$ cat src/design/area_average_image_scaler_macros.svh
// Assertion macros shared by the area-average scaler.
`ifndef AREA_AVERAGE_IMAGE_SCALER_MACROS_SVH
`define AREA_AVERAGE_IMAGE_SCALER_MACROS_SVH

// Same-cycle implication, checked on every rising clock edge outside reset.
`define AAVS_ASSERT_NOW(label, clk, rst, ante, cons, msg) \
   label: assert property (@(posedge clk) disable iff (rst) (ante) |-> (cons)) \
      else $error(msg);

// Next-cycle implication, checked on every rising clock edge outside reset.
`define AAVS_ASSERT_NEXT(label, clk, rst, ante, cons, msg) \
   label: assert property (@(posedge clk) disable iff (rst) (ante) |=> (cons)) \
      else $error(msg);

`endif

$ cat src/design/aavs_pkg.sv
// Types and constants of the area-average image scaler.
package aavs_pkg;

   // Field widths.
   localparam int DIM_W        = 9;
   localparam int COORD_W      = 8;
   localparam int CHAN_W       = 8;
   localparam int PIX_W        = 24;
   localparam int STORE_ADDR_W = 16;
   localparam int STORE_DEPTH  = 65536;

   // Datapath widths: positions in sub-pixel units, weights and sums.
   localparam int POS_W = 18;
   localparam int WGT_W = 9;
   localparam int W_W   = 18;
   localparam int ACC_W = 26;
   localparam int TOT_W = 18;

   // Serial divider: every quotient it forms is known to fit in DIV_Q_W bits.
   localparam int DIV_NUM_W = 27;
   localparam int DIV_DEN_W = 19;
   localparam int DIV_Q_W   = 9;
   localparam int DIV_CNT_W = 4;

   // Register indexes.
   localparam logic [1:0] CSR_SRC_WIDTH  = 2'd0;
   localparam logic [1:0] CSR_SRC_HEIGHT = 2'd1;
   localparam logic [1:0] CSR_DST_WIDTH  = 2'd2;
   localparam logic [1:0] CSR_DST_HEIGHT = 2'd3;

   // Item functions.
   localparam logic FUNC_LOAD    = 1'b0;
   localparam logic FUNC_COMPUTE = 1'b1;

   // Largest channel value.
   localparam logic [CHAN_W-1:0] CHAN_MAX = 8'd255;

   // Reset value of every size register.
   localparam logic [DIM_W-1:0] SIZE_RESET = 9'd256;

   typedef struct packed {
      logic                    func;
      logic [15:0]             pixel_index;
      logic [CHAN_W-1:0]       in_red;
      logic [CHAN_W-1:0]       in_green;
      logic [CHAN_W-1:0]       in_blue;
      logic [COORD_W-1:0]      dst_x;
      logic [COORD_W-1:0]      dst_y;
   } req_type;

   typedef struct packed {
      logic [CHAN_W-1:0] res_red;
      logic [CHAN_W-1:0] res_green;
      logic [CHAN_W-1:0] res_blue;
   } rsp_type;

   typedef struct packed {
      logic                 start;
      logic [DIV_NUM_W-1:0] dividend;
      logic [DIV_DEN_W-1:0] divisor;
   } div_req_type;

   typedef struct packed {
      logic               done;
      logic [DIV_Q_W-1:0] quotient;
   } div_rsp_type;

endpackage

$ cat src/design/aavs_div.sv
// Restoring divider that forms a short quotient one bit per cycle.
module aavs_div (
   input  logic                  clock,
   input  logic                  reset,
   input  aavs_pkg::div_req_type div_req,
   output aavs_pkg::div_rsp_type div_rsp
);

   localparam int NW = aavs_pkg::DIV_NUM_W;
   localparam int QW = aavs_pkg::DIV_Q_W;
   localparam int CW = aavs_pkg::DIV_CNT_W;

   logic [NW-1:0] rem_ff;
   logic [NW-1:0] dsh_ff;
   logic [QW-1:0] quo_ff;
   logic [CW-1:0] cnt_ff;
   logic          done_ff;
   logic          fits;

   // The shifted divisor fits into the remainder: this quotient bit is one.
   assign fits = (rem_ff >= dsh_ff);

   // Iteration count and completion strobe.
   always_ff @(posedge clock) begin
      if (reset) begin
         cnt_ff  <= '0;
         done_ff <= 1'b0;
      end else begin
         done_ff <= 1'b0;
         if (div_req.start) begin
            cnt_ff <= CW'(QW);
         end else if (cnt_ff != '0) begin
            cnt_ff <= cnt_ff - CW'(1);
            if (cnt_ff == CW'(1)) begin
               done_ff <= 1'b1;
            end
         end
      end
   end

   // Remainder, shifted divisor and quotient.
   always_ff @(posedge clock) begin
      if (div_req.start) begin
         rem_ff <= div_req.dividend;
         dsh_ff <= {div_req.divisor, {(QW-1){1'b0}}};
         quo_ff <= '0;
      end else if (cnt_ff != '0) begin
         if (fits) begin
            rem_ff <= rem_ff - dsh_ff;
         end
         quo_ff <= {quo_ff[QW-2:0], fits};
         dsh_ff <= dsh_ff >> 1;
      end
   end

   assign div_rsp.done     = done_ff;
   assign div_rsp.quotient = quo_ff;

endmodule

$ cat config.mk
export PLATFORM = sky130hd
export DESIGN_NAME = aavs_div
export DESIGN_NICKNAME = d
export VERILOG_FILES = /design/src/design/area_average_image_scaler_macros.svh /design/src/design/aavs_pkg.sv /design/src/design/aavs_div.sv
export SDC_FILE = /design/constraint.sdc
export NUM_CORES = 1
export LEC_CHECK = 0
export BUFFER_PORTS_ARGS = -buffer_cell sky130_fd_sc_hd__clkbuf_2
export CORE_ASPECT_RATIO = 1.1
export CORE_UTILIZATION = 40
export CTS_BUF_LIST = sky130_fd_sc_hd__clkbuf_8 sky130_fd_sc_hd__clkbuf_16
export DETAILED_ROUTE_END_ITERATION = 10
export MAX_ROUTING_LAYER = met4
export PLACE_DENSITY = 0.55
export SLEW_MARGIN = 10
export SYNTH_ARGS = -nofsm -noshare
export SYNTH_HDL_FRONTEND = slang
export SYNTH_SLANG_ARGS = --single-unit
export TNS_END_PERCENT = 50
$ cat constraint.sdc
create_clock -name clock -period 5.29 [get_ports clock]
set_input_delay 0.529 -clock clock [delete_from_list [all_inputs] [get_ports clock]]
set_output_delay 0.529 -clock clock [all_outputs]
set_load 0.05 [all_outputs]
==> out/qor.txt <==
Status: finished, final reports clean
Hold Crit Class: input port to flip-flop
Maximum VDD drop: 0.213 mV
Worst Tran Pin Value: 973 ps
Clock transition at path regs: 60 ps
First-pass GRT wire length: 18700 um
Asr flop ratio synth: 0%
Clk_skew: 8.54 ps
I/O Pins: 59
RSZ-0062 raised after global routing: no
Port bufs: 58
Worst slew margin: 35.0%
Reg2Reg Depth: 8
Final hold violation count: 0
FF-to-FF setup slack: 1900 ps
Max Cap Viol: 0
Max Clk Rate: 0.295 GHz
CTS tree: yes
Share of the synthesized area in the top cell type: 30.2%
Startpoint Class: flip-flop
Post-synthesis instance total: 513
Die width: 104 um
WL/cell: 15.8 um
YS warnings: 0
Clock tree buffer depth: 2
All-Layer GR Usage: 20.5%
Leakage: 2.13 nW
Ys flop type: edfxtp_1
Crit. End Element: flip-flop
Syn-to-layout area delta: 15.4%
Setup TNS: 0 ps
# setup viols final: 0
Hold Path End: cnt_ff[0]
Reg2reg start: rem_ff[18]
Initial antenna violation count: 0
Vias in the first global route: 3800
Crit path DAT: 3410 ps
Req. time, crit path: 5310 ps
Cell area after layout: 0.00527 mm^2
Synth Register Bits: 68
Post-CTS setup repair buffer count: 0
DRC: 0
Later-pin clock latency in the skew report: 340 ps
Root buffer cell: clkbuf_16
Register area share after synthesis: 39.9%
Average cell area after synthesis: 8.90 um^2
Pwr Density: 580 mW/mm^2
Placed instance area: 0.00495 mm^2
Initial drt markers: 205
Top cells by area, synth: edfxtp_1 30%, dfxtp_1 9.6%, ha_1 7.9%
H-tree levels: 3
Starting Density: 41.5%
Final net count: 634
Num Clock Sinks: 68
Total Wirelength: 11200 um
Post-CTS Resized: 0
Vias: 3867
HPWL after DPL: 8140 um
Vias per cell: 5.47
Site row count: 40
Hold_sp: reset
Number of CTS-inserted buffers: 9
WHS Path Cells: 2
Max Slew Vio Count: 0
CP Max Fanout: 14
FF-to-FF End: rem_ff[2]
Crit path time final: 3390 ps
Syn_nets: 592
Count of cell types in the netlist: 72
Die area: 0.0119 mm^2
Total gr overflow: 0
Post-synth EDFFs: 46
CORE AREA: 0.0110 mm^2
Post-CTS Hold Fix Bufs: 0
Routed Antenna Nets: 0
Largest net degree at the start of global routing: 76
Diodes inserted: 0
Netlist Area Pre-Place: 0.00457 mm^2
Final period util: 64.0%
Die H: 114 um
Setup CP Type: flip-flop to flip-flop
Fraction of layout cells with a size suffix above 1: 18.2%
Placer congestion estimate: 0.883
Area leader, netlist: edfxtp_1
Drt first pass iters: 5
## worst max path at each step
stage                     startpoint         end  slack (ps)  cells past startpoint
after floorplan           rem_ff[18]   rem_ff[0]        1080                      8
after global placement    rem_ff[18]  rem_ff[20]        2020                      8
after detailed placement  rem_ff[18]  rem_ff[22]        1870                      8
after CTS                 rem_ff[18]   rem_ff[2]        1860                      8
after global routing      rem_ff[18]   rem_ff[3]        1650                      8
final                     rem_ff[18]   rem_ff[2]        1900                      8
## stage by stage
stage                     instances  setup slack [ps]  power (mW)  hold WS [ps]  utilization [%]
after floorplan                 513              1080        2.08           436                -
after global placement          691              2020        2.40           444             45.0
after detailed placement        691              1870        2.44           461             45.0
after CTS                       707              1860        3.07           413             47.9
after global routing            707              1650        3.28           435             47.9
final                           707              1900        3.06           424             47.9
## per-layer routing
metal / routed length, um / track usage (%) / up-vias
li1: - / - / 1957
met1: 5290 / 25.5 / 1826
met2: 5400 / 34.1 / 77
met3: 392 / 3.64 / 7
met4: 123 / 6.48 / 0
met5: 0 / - / -
## logic make-up after synthesis
logic type      after synthesis  share of synthesized area, %
compound gates              154                          23.9
mux                           5                          1.18
simple gates                174                          18.2
fa+ha+maj                    30                          8.38
flops                        68                          39.9
xor+xnor                     13                          2.49
buf+inv                      69                          6.00
## cell type report
| class | instances | area [um^2] |
|---|---|---|
| Timing Repair Buffer | 61 | 315 |
| Multi-Input combinational cell | 376 | 2490 |
| Inverter | 39 | 146 |
| Fill cell | 1117 | 5740 |
| Tap cell | 147 | 184 |
| Clock inverter | 3 | 15.0 |
| Sequential cell | 68 | 1820 |
| Clock buffer | 13 | 303 |
## Yosys cell counts, types with 3 or more instances
cell / n
xor2_1: 5
xnor2_1: 8
buf_2: 5
o2111ai_1: 4
nor2b_1: 3
ha_1: 29
o21ai_1: 3
and4_1: 3
o22ai_1: 4
o21a_1: 9
nor2_1: 25
a21o_1: 9
o31ai_1: 24
clkbuf_1: 19
o21ai_0: 14
edfxtp_1: 46
dfxtp_1: 22
or3_1: 3
and3_1: 6
inv_1: 39
nand2_1: 89
nand4_1: 4
nor3_1: 12
buf_1: 3
a21oi_1: 45
o211ai_1: 4
a31oi_1: 3
nand3_1: 10
## layout by cell type (no fill, tap or decap), types with 4 or more instances in the layout
master     synthesis  layout
a21o_1             9       9
a21oi_1           45      45
and3_1             6       6
buf_4              2       4
clkbuf_16          0      11
clkbuf_2           1      57
dfxtp_1           22      22
edfxtp_1          46      46
ha_1              29      29
inv_1             39      40
nand2_1           89      89
nand3_1           10      10
nand4_1            4       4
nor2_1            25      25
nor3_1            12      12
o2111ai_1          4       4
o211ai_1           4       4
o21a_1             9       9
o21ai_0           14      14
o22ai_1            4       4
o31ai_1           24      23
xnor2_1            8       8
xor2_1             5       5
## flip-flops by register name, summed over array words and instances, names as in the netlist
name / count
dsh_ff: 27
done_ff: 1
cnt_ff: 4
quo_ff: 9
rem_ff: 27
## critical path: stages, from the launching register on
cell      delay (ps)
edfxtp_1         370
ha_1             450
inv_1            130
nor4_4           410
nand2_1           90
a21oi_1          300
a21oi_1          180
o31ai_4          740
buf_4            380
## power breakdown
group / switching [mW] / internal, mW
Sequential: 0.0502 / 0.767
Combinational: 1.00 / 0.613
Clock: 0.230 / 0.398
Total: 1.28 / 1.78
No activity file was read; power rests on OpenSTA's default activity.
