[src/design/area_average_image_scaler_macros.svh]
// Assertion macros shared by the area-average scaler.
`ifndef AREA_AVERAGE_IMAGE_SCALER_MACROS_SVH
`define AREA_AVERAGE_IMAGE_SCALER_MACROS_SVH

// Same-cycle implication, checked on every rising clock edge outside reset.
`define AAVS_ASSERT_NOW(label, clk, rst, ante, cons, msg) \
   label: assert property (@(posedge clk) disable iff (rst) (ante) |-> (cons)) \
      else $error(msg);

// Next-cycle implication, checked on every rising clock edge outside reset.
`define AAVS_ASSERT_NEXT(label, clk, rst, ante, cons, msg) \
   label: assert property (@(posedge clk) disable iff (rst) (ante) |=> (cons)) \
      else $error(msg);

`endif

[src/design/aavs_pkg.sv]
// Types and constants of the area-average image scaler.
package aavs_pkg;

   // Field widths.
   localparam int DIM_W        = 9;
   localparam int COORD_W      = 8;
   localparam int CHAN_W       = 8;
   localparam int PIX_W        = 24;
   localparam int STORE_ADDR_W = 16;
   localparam int STORE_DEPTH  = 65536;

   // Datapath widths: positions in sub-pixel units, weights and sums.
   localparam int POS_W = 18;
   localparam int WGT_W = 9;
   localparam int W_W   = 18;
   localparam int ACC_W = 26;
   localparam int TOT_W = 18;

   // Serial divider: every quotient it forms is known to fit in DIV_Q_W bits.
   localparam int DIV_NUM_W = 27;
   localparam int DIV_DEN_W = 19;
   localparam int DIV_Q_W   = 9;
   localparam int DIV_CNT_W = 4;

   // Register indexes.
   localparam logic [1:0] CSR_SRC_WIDTH  = 2'd0;
   localparam logic [1:0] CSR_SRC_HEIGHT = 2'd1;
   localparam logic [1:0] CSR_DST_WIDTH  = 2'd2;
   localparam logic [1:0] CSR_DST_HEIGHT = 2'd3;

   // Item functions.
   localparam logic FUNC_LOAD    = 1'b0;
   localparam logic FUNC_COMPUTE = 1'b1;

   // Largest channel value.
   localparam logic [CHAN_W-1:0] CHAN_MAX = 8'd255;

   // Reset value of every size register.
   localparam logic [DIM_W-1:0] SIZE_RESET = 9'd256;

   typedef struct packed {
      logic                    func;
      logic [15:0]             pixel_index;
      logic [CHAN_W-1:0]       in_red;
      logic [CHAN_W-1:0]       in_green;
      logic [CHAN_W-1:0]       in_blue;
      logic [COORD_W-1:0]      dst_x;
      logic [COORD_W-1:0]      dst_y;
   } req_type;

   typedef struct packed {
      logic [CHAN_W-1:0] res_red;
      logic [CHAN_W-1:0] res_green;
      logic [CHAN_W-1:0] res_blue;
   } rsp_type;

   typedef struct packed {
      logic                 start;
      logic [DIV_NUM_W-1:0] dividend;
      logic [DIV_DEN_W-1:0] divisor;
   } div_req_type;

   typedef struct packed {
      logic               done;
      logic [DIV_Q_W-1:0] quotient;
   } div_rsp_type;

endpackage

[src/design/aavs_acc.sv]
// Weighting pipeline: forms pixel weights and accumulates weighted channels.
module aavs_acc (
   input  logic                                clock,
   input  logic                                reset,
   input  logic                                clear,
   input  logic                                in_valid,
   input  logic [aavs_pkg::WGT_W-1:0]          wx,
   input  logic [aavs_pkg::WGT_W-1:0]          wy,
   input  logic [aavs_pkg::PIX_W-1:0]          pixel,
   output logic                                busy,
   output logic [aavs_pkg::ACC_W-1:0]          sum_red,
   output logic [aavs_pkg::ACC_W-1:0]          sum_green,
   output logic [aavs_pkg::ACC_W-1:0]          sum_blue,
   output logic [aavs_pkg::TOT_W-1:0]          sum_weight
);

   localparam int WW = aavs_pkg::W_W;
   localparam int AW = aavs_pkg::ACC_W;
   localparam int CW = aavs_pkg::CHAN_W;
   localparam int GW = aavs_pkg::WGT_W;

   logic                            vld_a_ff;
   logic                            vld_b_ff;
   logic [WW-1:0]                   w_a_ff;
   logic [aavs_pkg::PIX_W-1:0]      pix_a_ff;
   logic [WW-1:0]                   w_b_ff;
   logic [AW-1:0]                   prod_r_ff;
   logic [AW-1:0]                   prod_g_ff;
   logic [AW-1:0]                   prod_b_ff;
   logic [AW-1:0]                   acc_r_ff;
   logic [AW-1:0]                   acc_g_ff;
   logic [AW-1:0]                   acc_b_ff;
   logic [aavs_pkg::TOT_W-1:0]      tot_ff;

   // Stage valid bits.
   always_ff @(posedge clock) begin
      if (reset) begin
         vld_a_ff <= 1'b0;
         vld_b_ff <= 1'b0;
      end else begin
         vld_a_ff <= in_valid;
         vld_b_ff <= vld_a_ff;
      end
   end

   // Stage A forms the area weight; stage B the three weighted channels.
   always_ff @(posedge clock) begin
      w_a_ff    <= {{(WW-GW){1'b0}}, wx} * {{(WW-GW){1'b0}}, wy};
      pix_a_ff  <= pixel;
      w_b_ff    <= w_a_ff;
      prod_r_ff <= {{(AW-CW){1'b0}}, pix_a_ff[23:16]} * {{(AW-WW){1'b0}}, w_a_ff};
      prod_g_ff <= {{(AW-CW){1'b0}}, pix_a_ff[15:8]} * {{(AW-WW){1'b0}}, w_a_ff};
      prod_b_ff <= {{(AW-CW){1'b0}}, pix_a_ff[7:0]} * {{(AW-WW){1'b0}}, w_a_ff};
   end

   // Accumulators, cleared at the start of each output pixel.
   always_ff @(posedge clock) begin
      if (clear) begin
         acc_r_ff <= '0;
         acc_g_ff <= '0;
         acc_b_ff <= '0;
         tot_ff   <= '0;
      end else if (vld_b_ff) begin
         acc_r_ff <= acc_r_ff + prod_r_ff;
         acc_g_ff <= acc_g_ff + prod_g_ff;
         acc_b_ff <= acc_b_ff + prod_b_ff;
         tot_ff   <= tot_ff + w_b_ff;
      end
   end

   assign busy       = vld_a_ff | vld_b_ff;
   assign sum_red    = acc_r_ff;
   assign sum_green  = acc_g_ff;
   assign sum_blue   = acc_b_ff;
   assign sum_weight = tot_ff;

endmodule

[config.mk]
export PLATFORM = sky130hd
export DESIGN_NAME = aavs_acc
export DESIGN_NICKNAME = d
export VERILOG_FILES = /design/src/design/area_average_image_scaler_macros.svh /design/src/design/aavs_pkg.sv /design/src/design/aavs_acc.sv
export SDC_FILE = /design/constraint.sdc
export NUM_CORES = 2
export LEC_CHECK = 0
export ABC_AREA = 1
export BUFFER_PORTS_ARGS = -buffer_cell sky130_fd_sc_hd__buf_2
export CORE_MARGIN = 2
export CORE_UTILIZATION = 41
export CTS_CLUSTER_DIAMETER = 50
export CTS_CLUSTER_SIZE = 16
export DETAILED_ROUTE_END_ITERATION = 8
export PLACE_DENSITY = 0.69
export SLEW_MARGIN = 20
export SYNTH_ARGS = -nofsm -noshare
export SYNTH_HDL_FRONTEND = slang
export SYNTH_SLANG_ARGS = --single-unit
[constraint.sdc]
create_clock -name clock -period 9.81 [get_ports clock]
set_clock_uncertainty 0.05 [all_clocks]
set_input_delay 0 -clock clock [delete_from_list [all_inputs] [get_ports clock]]
set_output_delay 0 -clock clock [all_outputs]
set_load 0.02 [all_outputs]
==> reports/summary.txt <==
RSZ-0062 raised after global routing: false
# diodes: 0
f_max: 206.1 MHz
CP startpoint kind: flop
endpoints failing hold: 0
initial antenna violation count: 1
# rows: 99
met2 GRT Util: 32.81%
status: complete, no violations
Die Footprint: 75910 µm²
wire per inst: 14.08 µm
GRT Total Usage: 21.14%
placed cell count: 5486
RD Place Congestion: 0.9425
Worst Path Required: 10.20 ns
leading area contributor after synthesis: fa_1
layout cell share with drive strength beyond 1: 5.666%
synth warn: 0
total wire length: 78.88 mm
worst skew pair latency: 0.58 ns
DR vias: 26640
IO buf count: 142
Post-synth EDFFs: 0
Seq cells post-synth: 236
CTS tree: yes
Min-Delay Path Class: in -> reg
met3 Use GR: 3.993%
DRT iter0 DRCs: 1889
Netlist Area Pre-Place: 30230 µm²
Netlist cell types: 37
final setup fails: 0
Filler cells: 7379
initial core utilization: 41.43%
Synth top area share: 22.65%
WS Path Type: reg -> reg
Num CTS Buffers: 41
clk sinks: 236
met1 usage: 29.74%
via/cell ratio: 4.756
Die Y: 275.5 µm
die width: 275.5 µm
Tcrit/Tclk final: 49.47%
post-layout minimum cycle time: 4.853 ns
final core occ: 45.98%
Ports: 143
Non-Filler Instances: 5601
Nets: 5265
Syn Nets: 5164
Clock Path Buffers: 3
Reg clk slew, reported paths: 0.06 ns
DRC: 0
Synth async-reset ratio: 0%
final setup TNS: 0 ns
crit path DAT: 5.25 ns
Most used DFF post-synth: dfxtp_1
Post-CTS Setup Inserts: 0
MaxCap Viol Count: 0
Mapped Avg Cell Area: 6.705 µm²
CTS Root Cell: clkbuf_16
Core ar.: 72960 µm²
final slew viol count: 0
worst-path fanout max: 25
Slew headroom: 22.52%
CP Capture Type: flop
part of the Yosys area used for sequential elements: 15.63%
Mapped Cells: 4508
grt total ovfl: 0
area grow syn2layout: 10.99%
worst slew pin tran: 1.161 ns
Routed Antenna Nets: 0
H-tree depth: 2
GR peak layer: met2
vias in the first global route: 25817
drt pass-1 iters: 7
Resize count post-CTS: 0
post-DP HPWL: 62.37 mm
Synth area leaders: fa_1 (23%), dfxtp_1 (16%), nand2_1 (16%)
first-pass GRT wire length: 130.4 mm
pin count of the biggest net entering global routing: 85
-- cell type report --
| cell class | instances | area (µm²) | share of cell area (%) |
|---|---|---|---|
| clock buffers | 46 | 1085 | 3.234 |
| well taps | 959 | 1200 | 3.577 |
| multi-input cells | 2921 | 20420 | 60.88 |
| repair buffers | 192 | 1184 | 3.528 |
| flip-flops and latches | 236 | 4738 | 14.12 |
| clock inverters | 30 | 349.1 | 1.041 |
| inverters | 1217 | 4568 | 13.62 |
-- Yosys cell counts, drive strengths merged (5+ instances only) --
cell type	count
a21oi	156
nor3	28
ha	268
o21bai	17
nand3	180
nand3b	7
and2	7
o21ai	106
a21boi	6
a21o	16
o211ai	5
nor2	360
fa	342
xnor2	43
o21a	10
nand2	1264
inv	1217
clkbuf	112
dfxtp	236
xor2	58
nand4	37
buf	22
-- path summary, 6_finish.rpt --
check             slack [ns]            end       from  depth (start not counted)
setup reg to reg        4.96  prod_r_ff[25]  w_a_ff[6]                         17
hold reg to reg         0.38       vld_b_ff   vld_a_ff                          2
hold / removal          0.03   pix_a_ff[22]  pixel[22]                          2
setup / recovery        4.96  prod_r_ff[25]  w_a_ff[6]                         17
-- critical path, cell delays in order, from the launching register on --
cell     delay [ns]
dfxtp_1        1.08
nand2_1        0.11
inv_1          0.11
fa_1           0.44
fa_1           0.51
fa_1           0.49
inv_1          0.05
fa_1           0.47
inv_1          0.04
ha_1           0.32
a21oi_1        0.28
o21ai_0        0.16
a21oi_1        0.19
o21ai_2        0.12
nand2_1        0.11
nand2_1        0.05
nand2_1        0.06
nand2_1        0.05
-- through the flow --
stage          hold WS [ns]  instance area (µm²)  setup WS, ns
3_5_place_dp        0.05408                31710         4.895
4_1_cts            0.001361                33540         4.882
6_report            0.03456                33550         4.957
5_1_grt             0.02075                33550         4.630
2_1_floorplan      -0.02228                30230         5.542
3_3_place_gp        0.05472                31710         4.894
-- per-layer routing --
| metal | vias to the layer above | wire, µm | share of wire, % |
|---|---|---|---|
| met1 | 12302 | 36950 | 47 |
| li1 | 13403 | - | - |
| met3 | 117 | 5926 | 7.5 |
| met5 | - | 8 | 0.010 |
| met4 | 2 | 2300 | 2.9 |
| met2 | 816 | 33700 | 43 |
-- placed cells by master (no fill, tap or decap), types with 5 or more instances in the layout --
cell type	n
dfxtp_2	8
o21bai_1	17
a21o_1	16
nand2_2	7
o21ai_0	90
o21ai_1	7
o21ai_2	9
inv_1	1217
nand2_1	1257
dfxtp_1	227
xnor2_1	43
o21a_1	10
nor3_1	28
inv_6	6
clkinv_4	5
fa_1	342
buf_4	11
nand3_1	179
nand3b_1	6
nor2_1	356
a21oi_1	156
dlygate4sd3_1	39
inv_8	6
xor2_1	58
nand4_1	37
and2_1	7
buf_2	142
ha_1	268
clkbuf_16	41
o211ai_1	5
-- registers in the layout, summed over array words and instances, names as in the netlist --
signal,count
prod_g_ff,26
w_a_ff,18
vld_b_ff,1
pix_a_ff,24
prod_r_ff,26
prod_b_ff,26
sum_red,26
sum_green,26
vld_a_ff,1
w_b_ff,18
sum_weight,18
sum_blue,26
-- logic make-up (layout without fill, tap and decap cells) --
| logic type | after synthesis | after routing | synth area share (%) |
|---|---|---|---|
| AO/OA/AOI/OAI | 320 | 320 | 5.936 |
| AND/OR/NAND/NOR | 1890 | 1890 | 24.96 |
| flip-flops | 236 | 236 | 15.63 |
| adder cells (fa/ha/maj) | 610 | 610 | 33.75 |
| buffers and inverters | 1351 | 1485 | 16.80 |
| XOR/XNOR | 101 | 101 | 2.927 |
-- timing repair --
action                                 4_1_cts  5_1_grt
setup endpoints to repair                    0        0
endpoints found under the hold margin       29        0
hold buffers                                39        0
Power is not shown: default switching activity piles up to over one toggle a cycle in this logic, so the estimate is an artifact.
